<file path="src/sv/rec_pkg.sv">
// Shared types and constants for the rational equality comparator.
// Holds the controller-to-datapath command and datapath-to-controller status structs; no dependencies.
package rec_pkg;

    localparam int DEF_WIDTH = 32;
    localparam int FIELD_W   = 32;

    typedef struct packed {
        logic load_in;
        logic gcd_init;
        logic gcd_step;
        logic gcd_fin;
        logic div_init_n;
        logic div_init_d;
        logic div_step;
        logic store_n;
        logic store_d;
        logic next_frac;
        logic out_load;
    } t_cmd;

    typedef struct packed {
        logic gcd_done;
        logic div_done;
        logic skip;
        logic out_busy;
    } t_sts;

endpackage

</file>
<file path="src/sv/rec_ctrl.sv">
// Sequencing state machine of the rational equality comparator.
// Depends on rec_pkg for the command and status structs.
module rec_ctrl
    import rec_pkg::*;
(
    input  logic i_clk,
    input  logic i_rst_n,
    input  logic i_in_valid,
    output logic o_in_stall,
    input  t_sts i_sts,
    output t_cmd o_cmd
);

    localparam logic [3:0] S_IDLE  = 4'd0;
    localparam logic [3:0] S_GINIT = 4'd1;
    localparam logic [3:0] S_GRUN  = 4'd2;
    localparam logic [3:0] S_CHK   = 4'd3;
    localparam logic [3:0] S_NINIT = 4'd4;
    localparam logic [3:0] S_NRUN  = 4'd5;
    localparam logic [3:0] S_DINIT = 4'd6;
    localparam logic [3:0] S_DRUN  = 4'd7;
    localparam logic [3:0] S_FEND  = 4'd8;

    logic [3:0] r_state;
    logic [3:0] n_state;
    logic       r_second;
    logic       n_second;

    always_ff @(posedge i_clk) begin
        if (!i_rst_n) begin
            r_state  <= S_IDLE;
            r_second <= 1'b0;
        end else begin
            r_state  <= n_state;
            r_second <= n_second;
        end
    end

    always_comb begin
        n_state  = r_state;
        n_second = r_second;
        o_cmd    = '0;
        unique case (r_state)
            S_IDLE: begin
                if (i_in_valid) begin
                    o_cmd.load_in = 1'b1;
                    n_second      = 1'b0;
                    n_state       = S_GINIT;
                end
            end
            S_GINIT: begin
                o_cmd.gcd_init = 1'b1;
                n_state        = S_GRUN;
            end
            S_GRUN: begin
                if (i_sts.gcd_done) begin
                    o_cmd.gcd_fin = 1'b1;
                    n_state       = S_CHK;
                end else begin
                    o_cmd.gcd_step = 1'b1;
                end
            end
            S_CHK: begin
                n_state = i_sts.skip ? S_FEND : S_NINIT;
            end
            S_NINIT: begin
                o_cmd.div_init_n = 1'b1;
                n_state          = S_NRUN;
            end
            S_NRUN: begin
                if (i_sts.div_done) begin
                    o_cmd.store_n = 1'b1;
                    n_state       = S_DINIT;
                end else begin
                    o_cmd.div_step = 1'b1;
                end
            end
            S_DINIT: begin
                o_cmd.div_init_d = 1'b1;
                n_state          = S_DRUN;
            end
            S_DRUN: begin
                if (i_sts.div_done) begin
                    o_cmd.store_d = 1'b1;
                    n_state       = S_FEND;
                end else begin
                    o_cmd.div_step = 1'b1;
                end
            end
            S_FEND: begin
                if (!r_second) begin
                    o_cmd.next_frac = 1'b1;
                    n_second        = 1'b1;
                    n_state         = S_GINIT;
                end else if (!i_sts.out_busy) begin
                    o_cmd.out_load = 1'b1;
                    n_state        = S_IDLE;
                end
            end
            default: begin
                n_state = S_IDLE;
            end
        endcase
    end

    assign o_in_stall = (r_state != S_IDLE);

endmodule

</file>
<file path="src/sv/rec_dp.sv">
// Datapath of the rational equality comparator: sign step, binary GCD,
// restoring divider and the output register. Depends on rec_pkg.
module rec_dp
    import rec_pkg::*;
#(
    parameter int WIDTH = DEF_WIDTH
) (
    input  logic                      i_clk,
    input  logic                      i_rst_n,
    input  logic signed [FIELD_W-1:0] i_a_num,
    input  logic signed [FIELD_W-1:0] i_a_den,
    input  logic signed [FIELD_W-1:0] i_b_num,
    input  logic signed [FIELD_W-1:0] i_b_den,
    input  t_cmd                      i_cmd,
    output t_sts                      o_sts,
    input  logic                      i_out_stall,
    output logic                      o_out_valid,
    output logic                      o_equal
);

    localparam int K_W   = $clog2(WIDTH);
    localparam int CNT_W = $clog2(WIDTH + 1);

    logic [WIDTH-1:0] s_an_in;
    logic [WIDTH-1:0] s_ad_in;
    logic [WIDTH-1:0] s_bn_in;
    logic [WIDTH-1:0] s_bd_in;

    generate
        if (WIDTH > FIELD_W) begin : g_ext
            assign s_an_in = {{(WIDTH - FIELD_W){i_a_num[FIELD_W-1]}}, i_a_num};
            assign s_ad_in = {{(WIDTH - FIELD_W){i_a_den[FIELD_W-1]}}, i_a_den};
            assign s_bn_in = {{(WIDTH - FIELD_W){i_b_num[FIELD_W-1]}}, i_b_num};
            assign s_bd_in = {{(WIDTH - FIELD_W){i_b_den[FIELD_W-1]}}, i_b_den};
        end else begin : g_trunc
            assign s_an_in = i_a_num[WIDTH-1:0];
            assign s_ad_in = i_a_den[WIDTH-1:0];
            assign s_bn_in = i_b_num[WIDTH-1:0];
            assign s_bd_in = i_b_den[WIDTH-1:0];
        end
    endgenerate

    logic [WIDTH-1:0] r_num;
    logic [WIDTH-1:0] r_den;
    logic [WIDTH-1:0] r_bn;
    logic [WIDTH-1:0] r_bd;
    logic [WIDTH-1:0] r_an;
    logic [WIDTH-1:0] r_ad;
    logic [WIDTH-1:0] r_ga;
    logic [WIDTH-1:0] r_gb;
    logic [K_W-1:0]   r_k;
    logic [WIDTH-1:0] r_g;
    logic [WIDTH-1:0] r_rem;
    logic [WIDTH-1:0] r_quo;
    logic [CNT_W-1:0] r_cnt;
    logic             r_out_valid;
    logic             r_equal;

    logic [WIDTH-1:0] s_num_mag;
    logic [WIDTH-1:0] s_den_mag;
    logic [WIDTH:0]   s_rem_sh;
    logic [WIDTH:0]   s_sub;
    logic             s_ge;
    logic [WIDTH-1:0] s_quo_neg;

    assign s_num_mag = r_num[WIDTH-1] ? (~r_num + 1'b1) : r_num;
    assign s_den_mag = r_den[WIDTH-1] ? (~r_den + 1'b1) : r_den;
    assign s_rem_sh  = {r_rem, r_quo[WIDTH-1]};
    assign s_sub     = s_rem_sh - {1'b0, r_g};
    assign s_ge      = !s_sub[WIDTH];
    assign s_quo_neg = ~r_quo + 1'b1;

    always_ff @(posedge i_clk) begin
        if (i_cmd.load_in) begin
            r_num <= s_ad_in[WIDTH-1] ? (~s_an_in + 1'b1) : s_an_in;
            r_den <= s_ad_in[WIDTH-1] ? (~s_ad_in + 1'b1) : s_ad_in;
            r_bn  <= s_bn_in;
            r_bd  <= s_bd_in;
        end else if (i_cmd.next_frac) begin
            r_an  <= r_num;
            r_ad  <= r_den;
            r_num <= r_bd[WIDTH-1] ? (~r_bn + 1'b1) : r_bn;
            r_den <= r_bd[WIDTH-1] ? (~r_bd + 1'b1) : r_bd;
        end else if (i_cmd.store_n) begin
            r_num <= r_num[WIDTH-1] ? s_quo_neg : r_quo;
        end else if (i_cmd.store_d) begin
            r_den <= r_den[WIDTH-1] ? s_quo_neg : r_quo;
        end

        if (i_cmd.gcd_init) begin
            r_ga <= s_num_mag;
            r_gb <= s_den_mag;
            r_k  <= '0;
        end else if (i_cmd.gcd_step) begin
            if (!r_ga[0] && !r_gb[0]) begin
                r_ga <= r_ga >> 1;
                r_gb <= r_gb >> 1;
                r_k  <= r_k + 1'b1;
            end else if (!r_ga[0]) begin
                r_ga <= r_ga >> 1;
            end else if (!r_gb[0]) begin
                r_gb <= r_gb >> 1;
            end else if (r_ga >= r_gb) begin
                r_ga <= r_ga - r_gb;
            end else begin
                r_gb <= r_gb - r_ga;
            end
        end

        if (i_cmd.gcd_fin) begin
            r_g <= (r_ga | r_gb) << r_k;
        end

        if (i_cmd.div_init_n || i_cmd.div_init_d) begin
            r_rem <= '0;
            r_quo <= i_cmd.div_init_n ? s_num_mag : s_den_mag;
            r_cnt <= '0;
        end else if (i_cmd.div_step) begin
            r_rem <= s_ge ? s_sub[WIDTH-1:0] : s_rem_sh[WIDTH-1:0];
            r_quo <= {r_quo[WIDTH-2:0], s_ge};
            r_cnt <= r_cnt + 1'b1;
        end

        if (i_cmd.out_load) begin
            r_equal <= (r_an == r_num) && (r_ad == r_den);
        end
    end

    always_ff @(posedge i_clk) begin
        if (!i_rst_n) begin
            r_out_valid <= 1'b0;
        end else if (i_cmd.out_load) begin
            r_out_valid <= 1'b1;
        end else if (!i_out_stall) begin
            r_out_valid <= 1'b0;
        end
    end

    assign o_sts.gcd_done = (r_ga == '0) || (r_gb == '0);
    assign o_sts.div_done = (r_cnt == CNT_W'(WIDTH));
    assign o_sts.skip     = (r_g == '0) || (r_g == {1'b1, {(WIDTH - 1){1'b0}}});
    assign o_sts.out_busy = r_out_valid && i_out_stall;

    assign o_out_valid = r_out_valid;
    assign o_equal     = r_equal;

endmodule

</file>
<file path="src/sv/rational_equality_compare.sv">
// Top level of the rational equality comparator; joins rec_ctrl and rec_dp.
// Depends on rec_pkg, rec_ctrl and rec_dp.
//
// Each transfer carries two signed fractions; each fraction is brought to
// canonical form (non-negative denominator, divided by the GCD of its parts,
// with wrapping negation) and one result transfer reports whether the two
// forms match. Work is done one item at a time. After the load, each fraction
// runs the binary GCD steps, a check and, unless the GCD is zero or the sign
// bit alone, a division of its numerator and then of its denominator by the
// GCD, on the bit-serial GCD unit and the one-bit per cycle restoring divider.
// A finished result waits in an output register while the next input is
// accepted; the next result is held back until that one is gone.
module rational_equality_compare
    import rec_pkg::*;
#(
    parameter int WIDTH = DEF_WIDTH
) (
    input  logic                      i_clk,
    input  logic                      i_rst_n,
    input  logic                      i_in_valid,
    output logic                      o_in_stall,
    input  logic signed [FIELD_W-1:0] i_a_num,
    input  logic signed [FIELD_W-1:0] i_a_den,
    input  logic signed [FIELD_W-1:0] i_b_num,
    input  logic signed [FIELD_W-1:0] i_b_den,
    output logic                      o_out_valid,
    input  logic                      i_out_stall,
    output logic                      o_equal
);

    t_cmd s_cmd;
    t_sts s_sts;

    rec_ctrl u_ctrl (
        .i_clk      (i_clk),
        .i_rst_n    (i_rst_n),
        .i_in_valid (i_in_valid),
        .o_in_stall (o_in_stall),
        .i_sts      (s_sts),
        .o_cmd      (s_cmd)
    );

    rec_dp #(
        .WIDTH (WIDTH)
    ) u_dp (
        .i_clk       (i_clk),
        .i_rst_n     (i_rst_n),
        .i_a_num     (i_a_num),
        .i_a_den     (i_a_den),
        .i_b_num     (i_b_num),
        .i_b_den     (i_b_den),
        .i_cmd       (s_cmd),
        .o_sts       (s_sts),
        .i_out_stall (i_out_stall),
        .o_out_valid (o_out_valid),
        .o_equal     (o_equal)
    );

    a_busy_after_accept: assert property (@(posedge i_clk) disable iff (!i_rst_n)
        (i_in_valid && !o_in_stall) |=> o_in_stall)
        else $error("Input accepted but the block did not go busy.");

    a_one_command: assert property (@(posedge i_clk) disable iff (!i_rst_n)
        $onehot0(s_cmd))
        else $error("More than one datapath command in a cycle.");

    a_no_overwrite: assert property (@(posedge i_clk) disable iff (!i_rst_n)
        s_cmd.out_load |-> !(o_out_valid && i_out_stall))
        else $error("Output register loaded while its result still waits.");

    a_no_div_on_skip: assert property (@(posedge i_clk) disable iff (!i_rst_n)
        s_cmd.div_init_n |-> !s_sts.skip)
        else $error("Division started with a GCD that must be skipped.");

endmodule

</file>
<file path="config.mk">
export PLATFORM = sky130hd
export DESIGN_NAME = rational_equality_compare
export DESIGN_NICKNAME = d
export VERILOG_FILES = /design/src/sv/rec_pkg.sv /design/src/sv/rec_ctrl.sv /design/src/sv/rec_dp.sv /design/src/sv/rational_equality_compare.sv
export SDC_FILE = /design/constraint.sdc
export NUM_CORES = 1
export LEC_CHECK = 0
export BUFFER_PORTS_ARGS = -buffer_cell sky130_fd_sc_hd__buf_2
export CAP_MARGIN = 20
export CORE_MARGIN = 2
export CORE_UTILIZATION = 55
export CTS_CLUSTER_DIAMETER = 30
export DETAILED_ROUTE_END_ITERATION = 10
export PLACE_DENSITY = 0.73
export SYNTH_ARGS = -nofsm -noshare
export SYNTH_HDL_FRONTEND = slang
export SYNTH_SLANG_ARGS = --single-unit
</file>
<file path="constraint.sdc">
create_clock -name i_clk -period 11.34 [get_ports i_clk]
set_clock_uncertainty 0.15 [all_clocks]
set_input_delay 1.134 -clock i_clk [delete_from_list [all_inputs] [get_ports i_clk]]
set_output_delay 1.134 -clock i_clk [all_outputs]
set_load 0.02 [all_outputs]
</file>
==> summary.txt <==
Status: complete, no violations
Share of layout cells above drive strength 1: 0.121
H-tree level count: 3
GRT Total Usage: 0.330
Cts bufs inserted: 81
RSZ-0062 raised after global routing: no
Initial antenna violation count: 0
Slew Limit Fails: 0
Largest net degree at the start of global routing: 110
Number of global-route vias before repair: 23000
Diode count: 0
Hold crit path type: flop to flop
Setup violators final: 0
Hold path start: u_dp.r_rem[14]$_SDFFE_PN0P_
Port bufs: 134
Crit path required time: 11.47 ns
Synthesized cell area: 27900 um^2
Hold path depth: 2
Period utilisation layout: 0.404
Io pins: 135
Largest area contributor in the netlist: edfxtp_1
Highest routed metal layer: met4
Max frequency: 0.218 GHz
Post-Syn Nets: 3304
Area delta synth->final: 14.1%
Die X: 229 um
Initial Util: 0.556
Least-Margin Pin Slew: 1.09 ns
Yosys warns: 0
Detailed-route vias per instance: 6.33
CTS tree: built
Max transition margin: 0.272
Crit. End Element: flop
Hold_buf cts: 0
Met1 WL: 36600 um
Fin crit period: 4.59 ns
Initial DRC count: 3014
Row cnt: 82
Hold path endpoint: u_dp.r_rem[14]$_SDFFE_PN0P_
Resize count post-CTS: 0
Gpl congestion: 0.962
R2R cell count: 13
Post-synth EDFFs: 321
WL final: 88100 um
Critical Path AT: 4.71 ns
Unique masters post-synth: 81
GRT Residual Overflow: 0
RR Endpoint: u_dp.r_gb[24]$_DFFE_PP_
Post-CTS setup buffers: 0
Max-cap viol count: 0
Power density cells: 324 nW/um^2
R2R Path Start: u_dp.r_ga[0]$_DFFE_PP_
Synth top area cells: edfxtp_1, xor2_1, ha_1, xnor2_1, o21ai_0
Post-DP HPWL: 67200 um
CP max stage delay: 0.68 ns
Post-DRT Antenna Nets: 0
Top delay family on crit path: compound AO/OA/AOI/OAI gates
Peak supply drop: 160 uV
R2R setup slack: 6.75 ns
Synthesized area per cell: 9.19 um^2
CP startpoint kind: flop
Die ar.: 52500 um^2
Most frequent CP cell: inv_1
Nets: 3383
Via count: 24400
Routed wl met2: 39400 um
Top FF cell, synth: edfxtp_1
Fillers: 4184
Chip height: 229 um
Mapped Cells: 3032
Worst-path maximum fanout: 19
Ys async rst share: 0
Setup TNS: 0 ns
DRC: 0
Leak: 12.0 nW
Clk_lat worst skew: 0.63 ns
Final Hold Viols: 0
CTS root buffer: clkbuf_16
First-pass GRT wire length: 135000 um
Synth Register Bits: 370
CTS Sinks: 370
Met3 Routed Length: 7010 um
DR WL/cell: 22.9 um
Crit path cell chain: inv_1 > ha_1 > inv_1 > fa_1 > nand2b_1 > a21oi_1 > o21ai_0 > a41oi_1 > o31a_1 > o32ai_2 > nor2_1 > o21ai_2 > buf_4
Placeable Area: 50100 um^2
Clock-pin slew on the worst setup and hold paths: 0.04 ns
Final hold slack: 0.330 ns
Sequential area share after synthesis: 0.381
First drt pass iteration count: 6
Worst-case clock buffer depth: 3
WS Path Type: flop to flop
WP buf/inv: 3
Share of the synthesized area in the top cell type: 0.346
CP max-delay cell: o21ai_2
-- worst max-delay path by stage --
stage	startpoint	to	slack, ns	depth (start not counted)
4_1_cts	u_dp.r_ga[0]$_DFFE_PP_	u_dp.r_gb[26]$_DFFE_PP_	6.77	13
5_1_grt	u_dp.r_ga[0]$_DFFE_PP_	u_dp.r_gb[24]$_DFFE_PP_	6.49	13
2_1_floorplan	u_dp.r_ga[0]$_DFFE_PP_	u_dp.r_gb[10]$_DFFE_PP_	5.84	13
3_3_place_gp	i_a_den[4]	u_dp.r_den[28]$_DFFE_PP_	6.85	10
3_5_place_dp	i_a_den[4]	u_dp.r_den[28]$_DFFE_PP_	6.74	10
6_report	u_dp.r_ga[0]$_DFFE_PP_	u_dp.r_gb[24]$_DFFE_PP_	6.75	13
-- Yosys cell counts, types with 66 or more instances --
master / count
o31ai_1: 66
ha_1: 137
nor2_1: 202
edfxtp_1: 321
inv_1: 183
o21ai_0: 257
a21oi_1: 187
nand2_1: 302
xor2_1: 197
xnor2_1: 187
clkbuf_1: 150
nor4_1: 66
-- layer usage --
| metal | global-route usage | vias up |
|---|---|---|
| met2 | 0.516 | 1225 |
| met5 | 0 | - |
| met3 | 0.0481 | 246 |
| met1 | 0.448 | 11600 |
| met4 | 0.171 | 0 |
| li1 | - | 11300 |
-- layout by cell type, fill, tap and decap left out, types with 30 or more instances in the layout --
cell         n
a21oi_1    187
a221oi_1    43
buf_2      134
clkbuf_16   81
dfxtp_1     45
edfxtp_1   321
ha_1       137
inv_1      183
mux2i_1     58
nand2_1    300
nand3_1     40
nor2_1     201
nor2b_1     35
nor3_1      45
nor4_1      66
o211ai_1    60
o21ai_0    255
o31ai_1     65
o41ai_1     30
or4_1       35
xnor2_1    187
xor2_1     196
-- state kept, by name, indices dropped and copies added, names as in the netlist --
name              flops
u_dp.r_ad            32
u_dp.r_an            32
u_dp.r_bd            32
u_dp.r_bn            32
u_dp.r_den           32
u_dp.r_g             32
u_dp.r_ga            32
u_dp.r_gb            32
u_dp.r_num           32
u_dp.r_quo           32
u_dp.r_rem           32
u_dp.r_cnt            6
u_dp.r_k              5
u_ctrl.r_state        4
u_ctrl.r_second       1
u_dp.o_equal          1
u_dp.o_out_valid      1
-- power by group --
part | internal, W | switching (W) | total [W]
clock | 0.00157 | 0.000793 | 0.00236
combinational | 0.00187 | 0.00344 | 0.00531
sequential | 0.00208 | 0.000551 | 0.00263
total | 0.00552 | 0.00478 | 0.0103
-- tightest hold or removal path, stage by stage (launching register included) --
cell and delay (ns):
dfxtp_1 0.32, nand2_1 0.05, o21ai_0 0.06
-- cells by family after synthesis --
kind of cell             Yosys count  synth area share
AND/OR/NAND/NOR                  858             0.149
flip-flops                       370             0.381
AO/OA/AOI/OAI                    830             0.189
adder cells (fa/ha/maj)          140            0.0637
XOR/XNOR                         384             0.121
buffers and inverters            351            0.0476
multiplexers                      99            0.0481
-- layout make-up --
cell class                      instances  area, um^2  share of cell area
Inverter                              185         697              0.0219
Tap cell                              672         841              0.0265
Clock inverter                         53         661              0.0208
Timing Repair Buffer                  162         881              0.0277
Sequential cell                       370       10600               0.334
Clock buffer                           94        2110              0.0663
Multi-Input combinational cell       2311       16000               0.502
-- per-stage QoR --
step | setup slack [ns] | utilization | std cells | cell area, um^2 | power (W)
3_3_place_gp | 6.85 | 0.579 | 3700 | 29000 | 0.00772
4_1_cts | 6.77 | 0.635 | 3847 | 31800 | 0.0102
6_report | 6.75 | 0.635 | 3847 | 31800 | 0.0103
3_5_place_dp | 6.74 | 0.579 | 3700 | 29000 | 0.00773
5_1_grt | 6.49 | 0.635 | 3847 | 31800 | 0.0108
2_1_floorplan | 5.84 | - | 3032 | 27900 | 0.00601
Note: power is estimated with default switching activity, not from simulation.
